$ cat config.mk
export PLATFORM = sky130hd
export DESIGN_NAME = websocket_text_frame_deframer_flat
export DESIGN_NICKNAME = d
export VERILOG_FILES = /design/src/rtl/wsd_pkg.sv /design/src/rtl/wsd_if.sv /design/src/rtl/websocket_text_frame_deframer.sv /design/src/rtl/wsd_parser.sv /design/src/flat_wrapper.sv
export SDC_FILE = /design/constraint.sdc
export NUM_CORES = 1
export LEC_CHECK = 0
export BUFFER_PORTS_ARGS = -buffer_cell sky130_fd_sc_hd__buf_2
export CAP_MARGIN = 30
export CORE_MARGIN = 8
export CORE_UTILIZATION = 60
export CTS_BUF_LIST = sky130_fd_sc_hd__clkbuf_4
export DETAILED_ROUTE_END_ITERATION = 6
export PLACE_DENSITY = 0.84
export SLEW_MARGIN = 0
export SYNTH_ARGS = -nofsm -noshare
export SYNTH_HDL_FRONTEND = slang
export SYNTH_HIERARCHICAL = 1
export SYNTH_SLANG_ARGS = --single-unit
$ cat constraint.sdc
create_clock -name clk -period 3.65 [get_ports clk]
set_input_delay 0.73 -clock clk [delete_from_list [all_inputs] [get_ports clk]]
set_output_delay 0.73 -clock clk [all_outputs]
set_load 0.02 [all_outputs]
$ cat src/rtl/wsd_pkg.sv
package wsd_pkg;

    localparam int unsigned BYTE_W   = 8;
    localparam int unsigned STATUS_W = 2;
    localparam int unsigned LEN_W    = 64;
    localparam int unsigned KEY_W    = 32;

    // frame status codes
    localparam logic [STATUS_W-1:0] ST_OK       = 2'd0;
    localparam logic [STATUS_W-1:0] ST_TRUNC    = 2'd1;
    localparam logic [STATUS_W-1:0] ST_OPCODE   = 2'd2;
    localparam logic [STATUS_W-1:0] ST_UNMASKED = 2'd3;

    localparam logic [3:0] OPCODE_TEXT = 4'h1;
    localparam logic [6:0] LEN_CODE_16 = 7'd126;
    localparam logic [6:0] LEN_CODE_64 = 7'd127;
    localparam logic [2:0] EXT_LEFT_16 = 3'd1;
    localparam logic [2:0] EXT_LEFT_64 = 3'd7;

    typedef struct packed {
        logic                has_result;
        logic [BYTE_W-1:0]   payload_byte;
        logic                byte_valid;
        logic                frame_done;
        logic [STATUS_W-1:0] frame_status;
    } wsd_result_t;

endpackage

$ cat src/rtl/wsd_if.sv
interface wsd_in_if;
    logic                         valid;
    logic                         ready;
    logic [wsd_pkg::BYTE_W-1:0]   data_byte;
    logic                         end_of_buffer;

    modport source (output valid, output data_byte, output end_of_buffer, input ready);
    modport sink   (input valid, input data_byte, input end_of_buffer, output ready);
endinterface

interface wsd_out_if;
    logic                         valid;
    logic                         ready;
    logic [wsd_pkg::BYTE_W-1:0]   payload_byte;
    logic                         byte_valid;
    logic                         frame_done;
    logic [wsd_pkg::STATUS_W-1:0] frame_status;

    modport source (output valid, output payload_byte, output byte_valid,
                    output frame_done, output frame_status, input ready);
    modport sink   (input valid, input payload_byte, input byte_valid,
                    input frame_done, input frame_status, output ready);
endinterface

$ cat src/rtl/websocket_text_frame_deframer.sv
// Channel   Role   Beat payload
// in_ch     sink   data_byte, end_of_buffer
// out_ch    source payload_byte, byte_valid, frame_done, frame_status
//
// One byte per cycle sustained while results are taken; a result is offered once
// its byte has passed the input register, then parse logic into the output register.
// Reset (rst_n, async, active low) returns the parser to the first header byte.
// A stalled output holds its beat; the input register keeps taking bytes
// that give no result, and stops only when a result has nowhere to go.
module websocket_text_frame_deframer (
    input  logic      clk,
    input  logic      rst_n,
    wsd_in_if.sink    in_ch,
    wsd_out_if.source out_ch
);

    logic                          in_valid_reg;
    logic [wsd_pkg::BYTE_W-1:0]    in_byte_reg;
    logic                          in_last_reg;

    logic                          out_valid_reg;
    logic [wsd_pkg::BYTE_W-1:0]    out_byte_reg;
    logic                          out_bv_reg;
    logic                          out_done_reg;
    logic [wsd_pkg::STATUS_W-1:0]  out_status_reg;

    wsd_pkg::wsd_result_t          res;
    logic                          out_free;
    logic                          advance;
    logic                          load_out;

    wsd_parser u_parser (
        .clk           (clk),
        .rst_n         (rst_n),
        .step          (advance),
        .data_byte     (in_byte_reg),
        .end_of_buffer (in_last_reg),
        .result        (res)
    );

    assign out_free    = !out_valid_reg || out_ch.ready;
    assign advance     = in_valid_reg && (!res.has_result || out_free);
    assign load_out    = advance && res.has_result;
    assign in_ch.ready = !in_valid_reg || advance;

    always_ff @(posedge clk or negedge rst_n)
    begin
        if (!rst_n)
        begin
            in_valid_reg <= 1'b0;
        end
        else if (in_ch.ready)
        begin
            in_valid_reg <= in_ch.valid;
        end
    end

    always_ff @(posedge clk)
    begin
        if (in_ch.ready && in_ch.valid)
        begin
            in_byte_reg <= in_ch.data_byte;
            in_last_reg <= in_ch.end_of_buffer;
        end
    end

    always_ff @(posedge clk or negedge rst_n)
    begin
        if (!rst_n)
        begin
            out_valid_reg <= 1'b0;
        end
        else if (load_out)
        begin
            out_valid_reg <= 1'b1;
        end
        else if (out_ch.ready)
        begin
            out_valid_reg <= 1'b0;
        end
    end

    always_ff @(posedge clk)
    begin
        if (load_out)
        begin
            out_byte_reg   <= res.payload_byte;
            out_bv_reg     <= res.byte_valid;
            out_done_reg   <= res.frame_done;
            out_status_reg <= res.frame_status;
        end
    end

    assign out_ch.valid        = out_valid_reg;
    assign out_ch.payload_byte = out_byte_reg;
    assign out_ch.byte_valid   = out_bv_reg;
    assign out_ch.frame_done   = out_done_reg;
    assign out_ch.frame_status = out_status_reg;

    // every result carries a byte or closes a buffer
    assert property (@(posedge clk) disable iff (!rst_n)
        out_valid_reg |-> (out_bv_reg || out_done_reg))
        else $error("empty result beat");

    // status is only reported on the closing beat
    assert property (@(posedge clk) disable iff (!rst_n)
        (out_valid_reg && !out_done_reg) |-> (out_status_reg == wsd_pkg::ST_OK))
        else $error("status outside closing beat");

    // a byte held in the input register is not lost while it waits
    assert property (@(posedge clk) disable iff (!rst_n)
        (in_valid_reg && !advance) |=> (in_valid_reg && $stable(in_byte_reg)
                                        && $stable(in_last_reg)))
        else $error("input register changed while stalled");

    // a parsed result never overwrites a beat that was not taken
    assert property (@(posedge clk) disable iff (!rst_n)
        load_out |-> (!out_valid_reg || out_ch.ready))
        else $error("output overwritten");

endmodule

$ cat src/rtl/wsd_parser.sv
module wsd_parser (
    input  logic                         clk,
    input  logic                         rst_n,
    input  logic                         step,
    input  logic [wsd_pkg::BYTE_W-1:0]   data_byte,
    input  logic                         end_of_buffer,
    output wsd_pkg::wsd_result_t         result
);

    typedef enum logic [2:0] {
        PH_HDR0 = 3'd0,
        PH_HDR1 = 3'd1,
        PH_EXT  = 3'd2,
        PH_MASK = 3'd3,
        PH_PAY  = 3'd4,
        PH_SKIP = 3'd5
    } phase_t;

    phase_t                        phase_reg,   phase_next;
    logic [wsd_pkg::LEN_W-1:0]     length_reg,  length_next;
    logic [2:0]                    ext_reg,     ext_next;
    logic [wsd_pkg::KEY_W-1:0]     key_reg,     key_next;
    logic [1:0]                    pos_reg,     pos_next;
    logic [wsd_pkg::STATUS_W-1:0]  pending_reg, pending_next;
    logic                          masked_reg,  masked_next;

    logic [wsd_pkg::STATUS_W-1:0]  status;
    logic [wsd_pkg::BYTE_W-1:0]    out_byte;
    logic                          out_valid;
    logic [wsd_pkg::BYTE_W-1:0]    key_byte;
    logic                          len_zero;
    logic                          len_one;

    assign len_zero = (length_reg == '0);
    assign len_one  = (length_reg == {{(wsd_pkg::LEN_W-1){1'b0}}, 1'b1});

    always_comb
    begin
        case (pos_reg)
            2'd0:    key_byte = key_reg[31:24];
            2'd1:    key_byte = key_reg[23:16];
            2'd2:    key_byte = key_reg[15:8];
            default: key_byte = key_reg[7:0];
        endcase
    end

    always_comb
    begin
        phase_next   = phase_reg;
        length_next  = length_reg;
        ext_next     = ext_reg;
        key_next     = key_reg;
        pos_next     = pos_reg;
        pending_next = pending_reg;
        masked_next  = masked_reg;
        status       = wsd_pkg::ST_TRUNC;
        out_byte     = '0;
        out_valid    = 1'b0;

        case (phase_reg)
            PH_HDR0:
            begin
                if (data_byte[3:0] != wsd_pkg::OPCODE_TEXT)
                begin
                    pending_next = wsd_pkg::ST_OPCODE;
                    phase_next   = PH_SKIP;
                end
                else
                begin
                    pending_next = wsd_pkg::ST_OK;
                    phase_next   = PH_HDR1;
                end
            end
            PH_HDR1:
            begin
                masked_next = data_byte[7];
                length_next = '0;
                if (data_byte[6:0] == wsd_pkg::LEN_CODE_16)
                begin
                    ext_next   = wsd_pkg::EXT_LEFT_16;
                    phase_next = PH_EXT;
                end
                else if (data_byte[6:0] == wsd_pkg::LEN_CODE_64)
                begin
                    ext_next   = wsd_pkg::EXT_LEFT_64;
                    phase_next = PH_EXT;
                end
                else
                begin
                    length_next = {{(wsd_pkg::LEN_W-7){1'b0}}, data_byte[6:0]};
                    if (!data_byte[7])
                    begin
                        pending_next = wsd_pkg::ST_UNMASKED;
                        phase_next   = PH_SKIP;
                        status       = wsd_pkg::ST_UNMASKED;
                    end
                    else
                    begin
                        pos_next   = 2'd0;
                        phase_next = PH_MASK;
                    end
                end
            end
            PH_EXT:
            begin
                length_next = {length_reg[wsd_pkg::LEN_W-9:0], data_byte};
                if (ext_reg == 3'd0)
                begin
                    if (!masked_reg)
                    begin
                        pending_next = wsd_pkg::ST_UNMASKED;
                        phase_next   = PH_SKIP;
                        status       = wsd_pkg::ST_UNMASKED;
                    end
                    else
                    begin
                        pos_next   = 2'd0;
                        phase_next = PH_MASK;
                    end
                end
                else
                begin
                    ext_next = ext_reg - 3'd1;
                end
            end
            PH_MASK:
            begin
                key_next = {key_reg[wsd_pkg::KEY_W-9:0], data_byte};
                if (pos_reg == 2'd3)
                begin
                    pos_next = 2'd0;
                    if (len_zero)
                    begin
                        phase_next = PH_SKIP;
                        status     = wsd_pkg::ST_OK;
                    end
                    else
                    begin
                        phase_next = PH_PAY;
                    end
                end
                else
                begin
                    pos_next = pos_reg + 2'd1;
                end
            end
            PH_PAY:
            begin
                out_byte    = data_byte ^ key_byte;
                out_valid   = 1'b1;
                pos_next    = pos_reg + 2'd1;
                length_next = length_reg - {{(wsd_pkg::LEN_W-1){1'b0}}, 1'b1};
                if (len_one)
                begin
                    phase_next = PH_SKIP;
                    status     = wsd_pkg::ST_OK;
                end
            end
            default:
            begin
                // skip to the end of the buffer, unused codes included
                status = pending_reg;
            end
        endcase
    end

    always_comb
    begin
        result.has_result   = out_valid | end_of_buffer;
        result.payload_byte = out_byte;
        result.byte_valid   = out_valid;
        result.frame_done   = end_of_buffer;
        result.frame_status = end_of_buffer ? status : wsd_pkg::ST_OK;
    end

    always_ff @(posedge clk or negedge rst_n)
    begin
        if (!rst_n)
        begin
            phase_reg   <= PH_HDR0;
            length_reg  <= '0;
            ext_reg     <= '0;
            key_reg     <= '0;
            pos_reg     <= '0;
            pending_reg <= wsd_pkg::ST_OK;
            masked_reg  <= 1'b0;
        end
        else if (step)
        begin
            if (end_of_buffer)
            begin
                // buffer closed: start over on the next header byte
                phase_reg   <= PH_HDR0;
                length_reg  <= '0;
                ext_reg     <= '0;
                key_reg     <= '0;
                pos_reg     <= '0;
                pending_reg <= wsd_pkg::ST_OK;
                masked_reg  <= 1'b0;
            end
            else
            begin
                phase_reg   <= phase_next;
                length_reg  <= length_next;
                ext_reg     <= ext_next;
                key_reg     <= key_next;
                pos_reg     <= pos_next;
                pending_reg <= pending_next;
                masked_reg  <= masked_next;
            end
        end
    end

endmodule

$ cat src/flat_wrapper.sv
// flat-port wrapper written by rule: the top's interface ports become plain ports
module websocket_text_frame_deframer_flat 
  (clk, rst_n, in_ch_valid, in_ch_data_byte, in_ch_end_of_buffer, in_ch_ready, out_ch_valid, out_ch_payload_byte, out_ch_byte_valid, out_ch_frame_done, out_ch_frame_status, out_ch_ready);
  wsd_in_if in_ch_i ();
  wsd_out_if out_ch_i ();
  input  logic clk;
  input  logic rst_n;
  input wire logic [$bits(in_ch_i.valid)-1:0] in_ch_valid;
  input wire logic [$bits(in_ch_i.data_byte)-1:0] in_ch_data_byte;
  input wire logic [$bits(in_ch_i.end_of_buffer)-1:0] in_ch_end_of_buffer;
  output wire logic [$bits(in_ch_i.ready)-1:0] in_ch_ready;
  output wire logic [$bits(out_ch_i.valid)-1:0] out_ch_valid;
  output wire logic [$bits(out_ch_i.payload_byte)-1:0] out_ch_payload_byte;
  output wire logic [$bits(out_ch_i.byte_valid)-1:0] out_ch_byte_valid;
  output wire logic [$bits(out_ch_i.frame_done)-1:0] out_ch_frame_done;
  output wire logic [$bits(out_ch_i.frame_status)-1:0] out_ch_frame_status;
  input wire logic [$bits(out_ch_i.ready)-1:0] out_ch_ready;
  assign in_ch_i.valid = in_ch_valid;
  assign in_ch_i.data_byte = in_ch_data_byte;
  assign in_ch_i.end_of_buffer = in_ch_end_of_buffer;
  assign in_ch_ready = in_ch_i.ready;
  assign out_ch_valid = out_ch_i.valid;
  assign out_ch_payload_byte = out_ch_i.payload_byte;
  assign out_ch_byte_valid = out_ch_i.byte_valid;
  assign out_ch_frame_done = out_ch_i.frame_done;
  assign out_ch_frame_status = out_ch_i.frame_status;
  assign out_ch_i.ready = out_ch_ready;
  websocket_text_frame_deframer u_core (.clk(clk), .rst_n(rst_n), .in_ch(in_ch_i), .out_ch(out_ch_i));
endmodule
==> qor.yml, run 1 <==
setup_viol: 0
grt_pass1_wl_mm: 34.2
syn_area_per_cell_um2: 8.70
cts.sinks: 130
max_stage_delay_ns: 0.76
r2r-end: "u_core/u_parser/length_reg[45]"
synth_edf_count: 21
post_cts_buffers: 0
syn_nets: 872
power.density_nw_per_um2: 812
synth-main-ff-cell: "dfrtp_1"
utilization_pct: 66.2
fillers: 964
fin_worst_skew_ns: 0.0220
antenna_cells: 0
clk_latency_ns: 0.56
synth_cells: 850
slowest_stage: "nor4_2"
root_buffer: "clkbuf_4"
fp.dieArea_um2: 16100
crit_chain: "or4_1 > or3_4 > nor4_2 > and4b_1 > o21ai_1 > a221o_1"
layout.nets: 879
dieHeight_um: 127
vias: 6944
hpwl_mm: 13.7
ios: 27
drt-pass1-iter-count: 7
drtAntennaViolNets: 0
cpLargestDelayFamily: "simple AND/OR/NAND/NOR gates"
cts.clk_slew.worst_paths_ns: 0.14
total_power_w: 0.00645
final_cell_count_no_fill: 1017
port_buffers: 26
largest_reg_flops: 64
period_needed_ns: 3.24
drive_gt1_share_pct: 12.2
ctsHtreeMaxLevel: 4
grt_pass1_vias: 6751
cts_resized: 0
initial_core_util_pct: 61.6
power.leakage_nw: 3.32
wl_mm: 20.6
final_cell_mix: "140 x nand2_1, 118 x o21ai_0, 109 x dfrtp_1, 53 x nor2_1, 43 x a21oi_1"
yosysWarningCount: 6
gr-total-overflow: 0
synthDistinctLibCells: 69
startpoint_type: "flop"
grt_setup_unrepaired: "no"
cts_hold_buffers: 0
min_period_over_period_pct: 88.9
final_common_cell: "nand2_1"
ir_worst_vdd_mv: 0.458
r2r_slack_ns: 0.41
core_um2: 12000
wl_per_cell_um: 20.3
hold_violations: 0
hp-class: "in -> async"
critical_path_class: "reg -> reg"
hold_ws_ns: 0.195
drtIter0Drc: 1071
synthesis.area_um2: 7400
worstPathMaxFanout: 11
post-route-drc-count: 10
clk_path_buf_depth: 2
cp_num_buf_inv: 0
maxCapViolCount: 0
fin_tns_setup_ns: 0
antenna_found_initial: 0
track_usage_pct: 26.2
vias_per_cell: 6.83
num_rows: 40
grt_max_degree: 62
area_growth_pct: 7.43
reg2reg_from: "u_core/u_parser/length_reg[2]"
synth-async-reset-ratio_pct: 83.8
cts_buffers: 17
slew_violations: 0
critical_path_arrival_ns: 3.70
max_slew.worst_pin.slew_ns: 1.06
failed_checks: "DRC"
cp.required_ns: 4.10
worstSetupEndpointType: "flop"
r2r_cells: 6
relSlewSlack_pct: 29.0
die_w_um: 127
max_clock_freq_ghz: 0.308
gp_congestion: 0.926
tritoncts: "yes"
yosysSeqAreaShare_pct: 45.4
dpl.cell_count: 985
status: "finished with violations"
ys_ff_latch: 130
==> area by class of cell <==
| type | count | area, um2 | share of cell area (%) |
|---|---|---|---|
| timing repair buffer | 48 | 330 | 4.16 |
| tap | 147 | 184 | 2.31 |
| multi-input combinational | 646 | 3750 | 47.2 |
| clock inverter | 15 | 146 | 1.84 |
| clock buffer | 17 | 128 | 1.61 |
| inverter | 14 | 52.6 | 0.661 |
| sequential | 130 | 3360 | 42.3 |
==> report_power, final <==
group          internal (W)  switching (W)
logic               0.00117        0.00222
registers           0.00176       0.000329
clock network      0.000357       0.000621
total               0.00329        0.00317
==> worst max-delay path by stage <==
stage | from | endpoint | cells after the start
final | u_core/u_parser/length_reg[2] | u_core/u_parser/length_reg[45] | 6
after global routing | u_core/u_parser/length_reg[20] | u_core/u_parser/length_reg[45] | 6
after CTS | u_core/u_parser/length_reg[2] | u_core/u_parser/length_reg[45] | 6
after detailed placement | u_core/u_parser/length_reg[2] | u_core/u_parser/length_reg[45] | 6
after global placement | u_core/u_parser/length_reg[2] | u_core/u_parser/length_reg[45] | 6
after floorplan | u_core/u_parser/phase_reg[2] | u_core/u_parser/length_reg[15] | 12
==> logic make-up after synthesis <==
kind of cell               Yosys count  share of synthesized area [%]
and+or+nand+nor                    343                           23.3
AOI/OAI and AO/OA                  267                           22.1
DFF                                130                           45.4
buffers and inverters               74                           4.18
xor gates and xnor gates            18                           2.13
muxes                                9                           1.30
adders and majority gates            9                           1.52
==> through the flow <==
step / area, um2 / setup WS [ns]
after floorplan: 7400 / 0.853
after global placement: 7640 / 0.610
after detailed placement: 7670 / 0.517
after CTS: 7950 / 0.484
after global routing: 7950 / 0.247
final: 7950 / 0.407
==> cells in the mapped netlist, types with 3 or more instances <==
master	number	share of area [%]
nor4_1	23	1.9
o21ai_1	12	0.81
dfrtp_1	109	37
o31a_1	3	0.36
a21o_1	5	0.51
a31oi_1	8	0.68
a221o_1	5	0.68
or3_1	10	0.85
mux2_2	5	0.76
a21oi_1	43	2.9
nor3b_1	6	0.61
inv_1	14	0.71
nand4_1	8	0.68
nor4b_1	3	0.36
nand3_1	20	1.4
ha_1	9	1.5
buf_6	3	0.46
o311ai_0	5	0.59
or4_1	10	1.0
nor3_1	32	2.2
a22oi_1	19	1.9
a32oi_1	7	0.83
o21ai_0	118	8.0
edfxtp_1	21	8.5
nor4_2	3	0.51
xor2_1	8	0.95
clkbuf_1	53	2.7
mux2i_1	4	0.54
o311ai_1	6	0.71
nand2_1	140	7.1
o22ai_1	3	0.25
or3b_2	3	0.36
o211ai_1	6	0.61
nand2b_1	10	0.85
or2_2	4	0.34
xnor2_1	10	1.2
nor2_1	54	2.7
o41ai_1	3	0.36
a222oi_1	8	1.1
nor2b_1	3	0.25
==> routing by layer <==
layer | track usage (%) | part of all wire, % | vias up
li1 | - | - | 3152
met1 | 35.7 | 42 | 3314
met2 | 39.1 | 46 | 427
met3 | 7.36 | 10 | 51
met4 | 9.45 | 1.9 | 0
met5 | 1.63 | 0 | -
Note: power is estimated with default switching activity, not from simulation.
==> inputs of run 2 (changes only) <==
--- a/config.mk
+++ b/config.mk
@@ -11,7 +11,7 @@
 export CORE_UTILIZATION = 60
 export CTS_BUF_LIST = sky130_fd_sc_hd__clkbuf_4
 export DETAILED_ROUTE_END_ITERATION = 6
-export PLACE_DENSITY = 0.84
+export PLACE_DENSITY = 0.77
 export SLEW_MARGIN = 0
 export SYNTH_ARGS = -nofsm -noshare
 export SYNTH_HDL_FRONTEND = slang
==> run 2 against run 1 <==
Compared with the run above:
- the run still ends with DRC left
- combinational power is essentially flat
- clock power shrank 2.6%
- clock skew is essentially flat
- via count grew 0.37%
- final area shrank 0.52%
- worst setup slack gained 0.065 ns
- non-clock buffer count shrank 1
- critical path depth grew 2
- largest power group unchanged
==> qor.yml, run 2 (synthesis results as in run 1) <==
cp.required_ns: 4.10  # about the same
core_um2: 12000  # unchanged
hpwl_mm: 13.9  # +1.7%
max_clock_freq_ghz: 0.315  # +2.0%
drtIter0Drc: 1113  # +3.9%
hold_violations: 0  # unchanged
grt_pass1_wl_mm: 33.9  # -0.84%
final_common_cell: "nand2_1"
grt_max_degree: 67  # +8.1%
drive_gt1_share_pct: 11.6  # -0.56 points
gr-total-overflow: 0  # unchanged
num_rows: 40  # unchanged
fp.dieArea_um2: 16100  # unchanged
failed_checks: "DRC"
slowest_stage: "or4_1"
critical_path_depth: 8  # +2
antenna_found_initial: 0  # unchanged
layout.nets: 878  # -0.11%
ir_worst_vdd_mv: 0.498  # +8.8%
post-route-drc-count: 3  # -7
cpLargestDelayFamily: "simple AND/OR/NAND/NOR gates"
post_cts_buffers: 0  # unchanged
max_slew.worst_pin.slew_ns: 0.868  # -0.188 ns
worstPathMaxFanout: 9  # -2
clk_path_buf_depth: 2  # unchanged
status: "finished with violations"
cts_resized: 0  # unchanged
clk_latency_ns: 0.57  # about the same
wl_per_cell_um: 20.6  # +1.6%
placed_cell_area_um2: 7640  # -0.36%
wl_mm: 21.0  # +1.5%
slew_violations: 0  # unchanged
dieHeight_um: 127  # unchanged
fin_tns_setup_ns: 0  # unchanged
grt_setup_unrepaired: "no"
track_usage_pct: 26.4  # +0.18 points
max_stage_delay_ns: 0.69  # -0.07 ns
vias_per_cell: 6.86  # +0.47%
crit_chain: "inv_1 > ha_1 > nor3b_1 > nand4_1 > or4_1 > o211ai_1 > o41ai_1 > a221o_1"
relSlewSlack_pct: 41.3  # +12 points
total_power_w: 0.00642  # -0.57%
final_cell_count_no_fill: 1016  # -0.098%
gp_congestion: 0.923  # -0.30%
ios: 27  # unchanged
critical_path_arrival_ns: 3.63  # -0.07 ns
vias: 6970  # +0.37%
tritoncts: "yes"
cts_buffers: 17  # unchanged
area_growth_pct: 6.87
cts.clk_slew.worst_paths_ns: 0.12  # -0.02 ns
antenna_cells: 0  # unchanged
design_area_um2: 7910  # -0.52%
setup_viol: 0  # unchanged
critical_path_class: "reg -> reg"
drt-pass1-iter-count: 7  # unchanged
die_w_um: 127  # unchanged
startpoint_type: "flop"
port_buffers: 26  # unchanged
cts_hold_buffers: 0  # unchanged
root_buffer: "clkbuf_4"
maxCapViolCount: 0  # unchanged
fin_worst_skew_ns: 0.0220  # +0.0000262 ns
cts.sinks: 130  # unchanged
power.leakage_nw: 3.31  # -0.20%
worstSetupEndpointType: "flop"
ctsHtreeMaxLevel: 4  # unchanged
r2r_cells: 8  # +2
min_period_over_period_pct: 87.1  # -1.8 points
initial_core_util_pct: 61.6  # unchanged
drtAntennaViolNets: 0  # unchanged
hp-class: "in -> async"
cp_num_buf_inv: 1  # +1
power.density_nw_per_um2: 812  # about the same
largest_reg_flops: 64  # unchanged
dpl.cell_count: 984  # -0.10%
period_needed_ns: 3.18  # -0.0649 ns
grt_pass1_vias: 6518  # -3.5%
final_cell_mix: "140 x nand2_1, 118 x o21ai_0, 109 x dfrtp_1, 53 x nor2_1, 43 x a21oi_1"
==> run 2: worst paths after layout <==
check	start	endpoint	slack, ns
max	u_core/u_parser/length_reg[0]	u_core/u_parser/length_reg[46]	0.47
min	rst_n	u_core/u_parser/length_reg[58]	0.16
max reg2reg	u_core/u_parser/length_reg[0]	u_core/u_parser/length_reg[46]	0.47
min reg2reg	u_core/u_parser/ext_reg[1]	u_core/u_parser/ext_reg[1]	0.50
max in group asynchronous	rst_n	u_core/u_parser/key_reg[27]	2.70
min in group clk	in_ch_data_byte[7]	u_core/in_byte_reg[7]	0.33
==> run 2: metal layers <==
metal / GRT usage (%) / share of wire [%]
met5: 0 / 0
met4: 10.4 / 2.4
met3: 7.15 / 9.9
met2: 40.1 / 46
met1: 35.4 / 42
==> run 2: worst reg2reg max path, stage by stage, from the launching register on <==
cell      delay, ns
dfrtp_1        0.44
inv_1          0.14
ha_1           0.21
nor3b_1        0.46
nand4_1        0.54
or4_1          0.69
o211ai_1       0.20
o41ai_1        0.10
a221o_1        0.28
==> run 2: per-stage QoR <==
step           utilization [%]  setup WS [ns]  hold WS [ns]
4_1_cts                   65.8          0.486         0.150
6_report                  65.8          0.472         0.158
3_5_place_dp              63.6          0.503         0.473
3_3_place_gp              63.6          0.550         0.463
5_1_grt                   65.8          0.217         0.160
2_1_floorplan                -          0.853         0.434
==> run 2: area by class of cell <==
class / count / area, um2
fillers: 997 / 4110
multi-input cells: 646 / 3750
flip-flops and latches: 130 / 3360
repair buffers: 47 / 303
well taps: 147 / 184
clock buffers: 22 / 165
clock inverters: 10 / 95.1
inverters: 14 / 52.6
==> run 2: where the power goes <==
group          switching, W  leakage (nW)  internal [W]
clock network      0.000523         0.151      0.000430
registers          0.000332          1.69       0.00176
logic               0.00221          1.47       0.00116
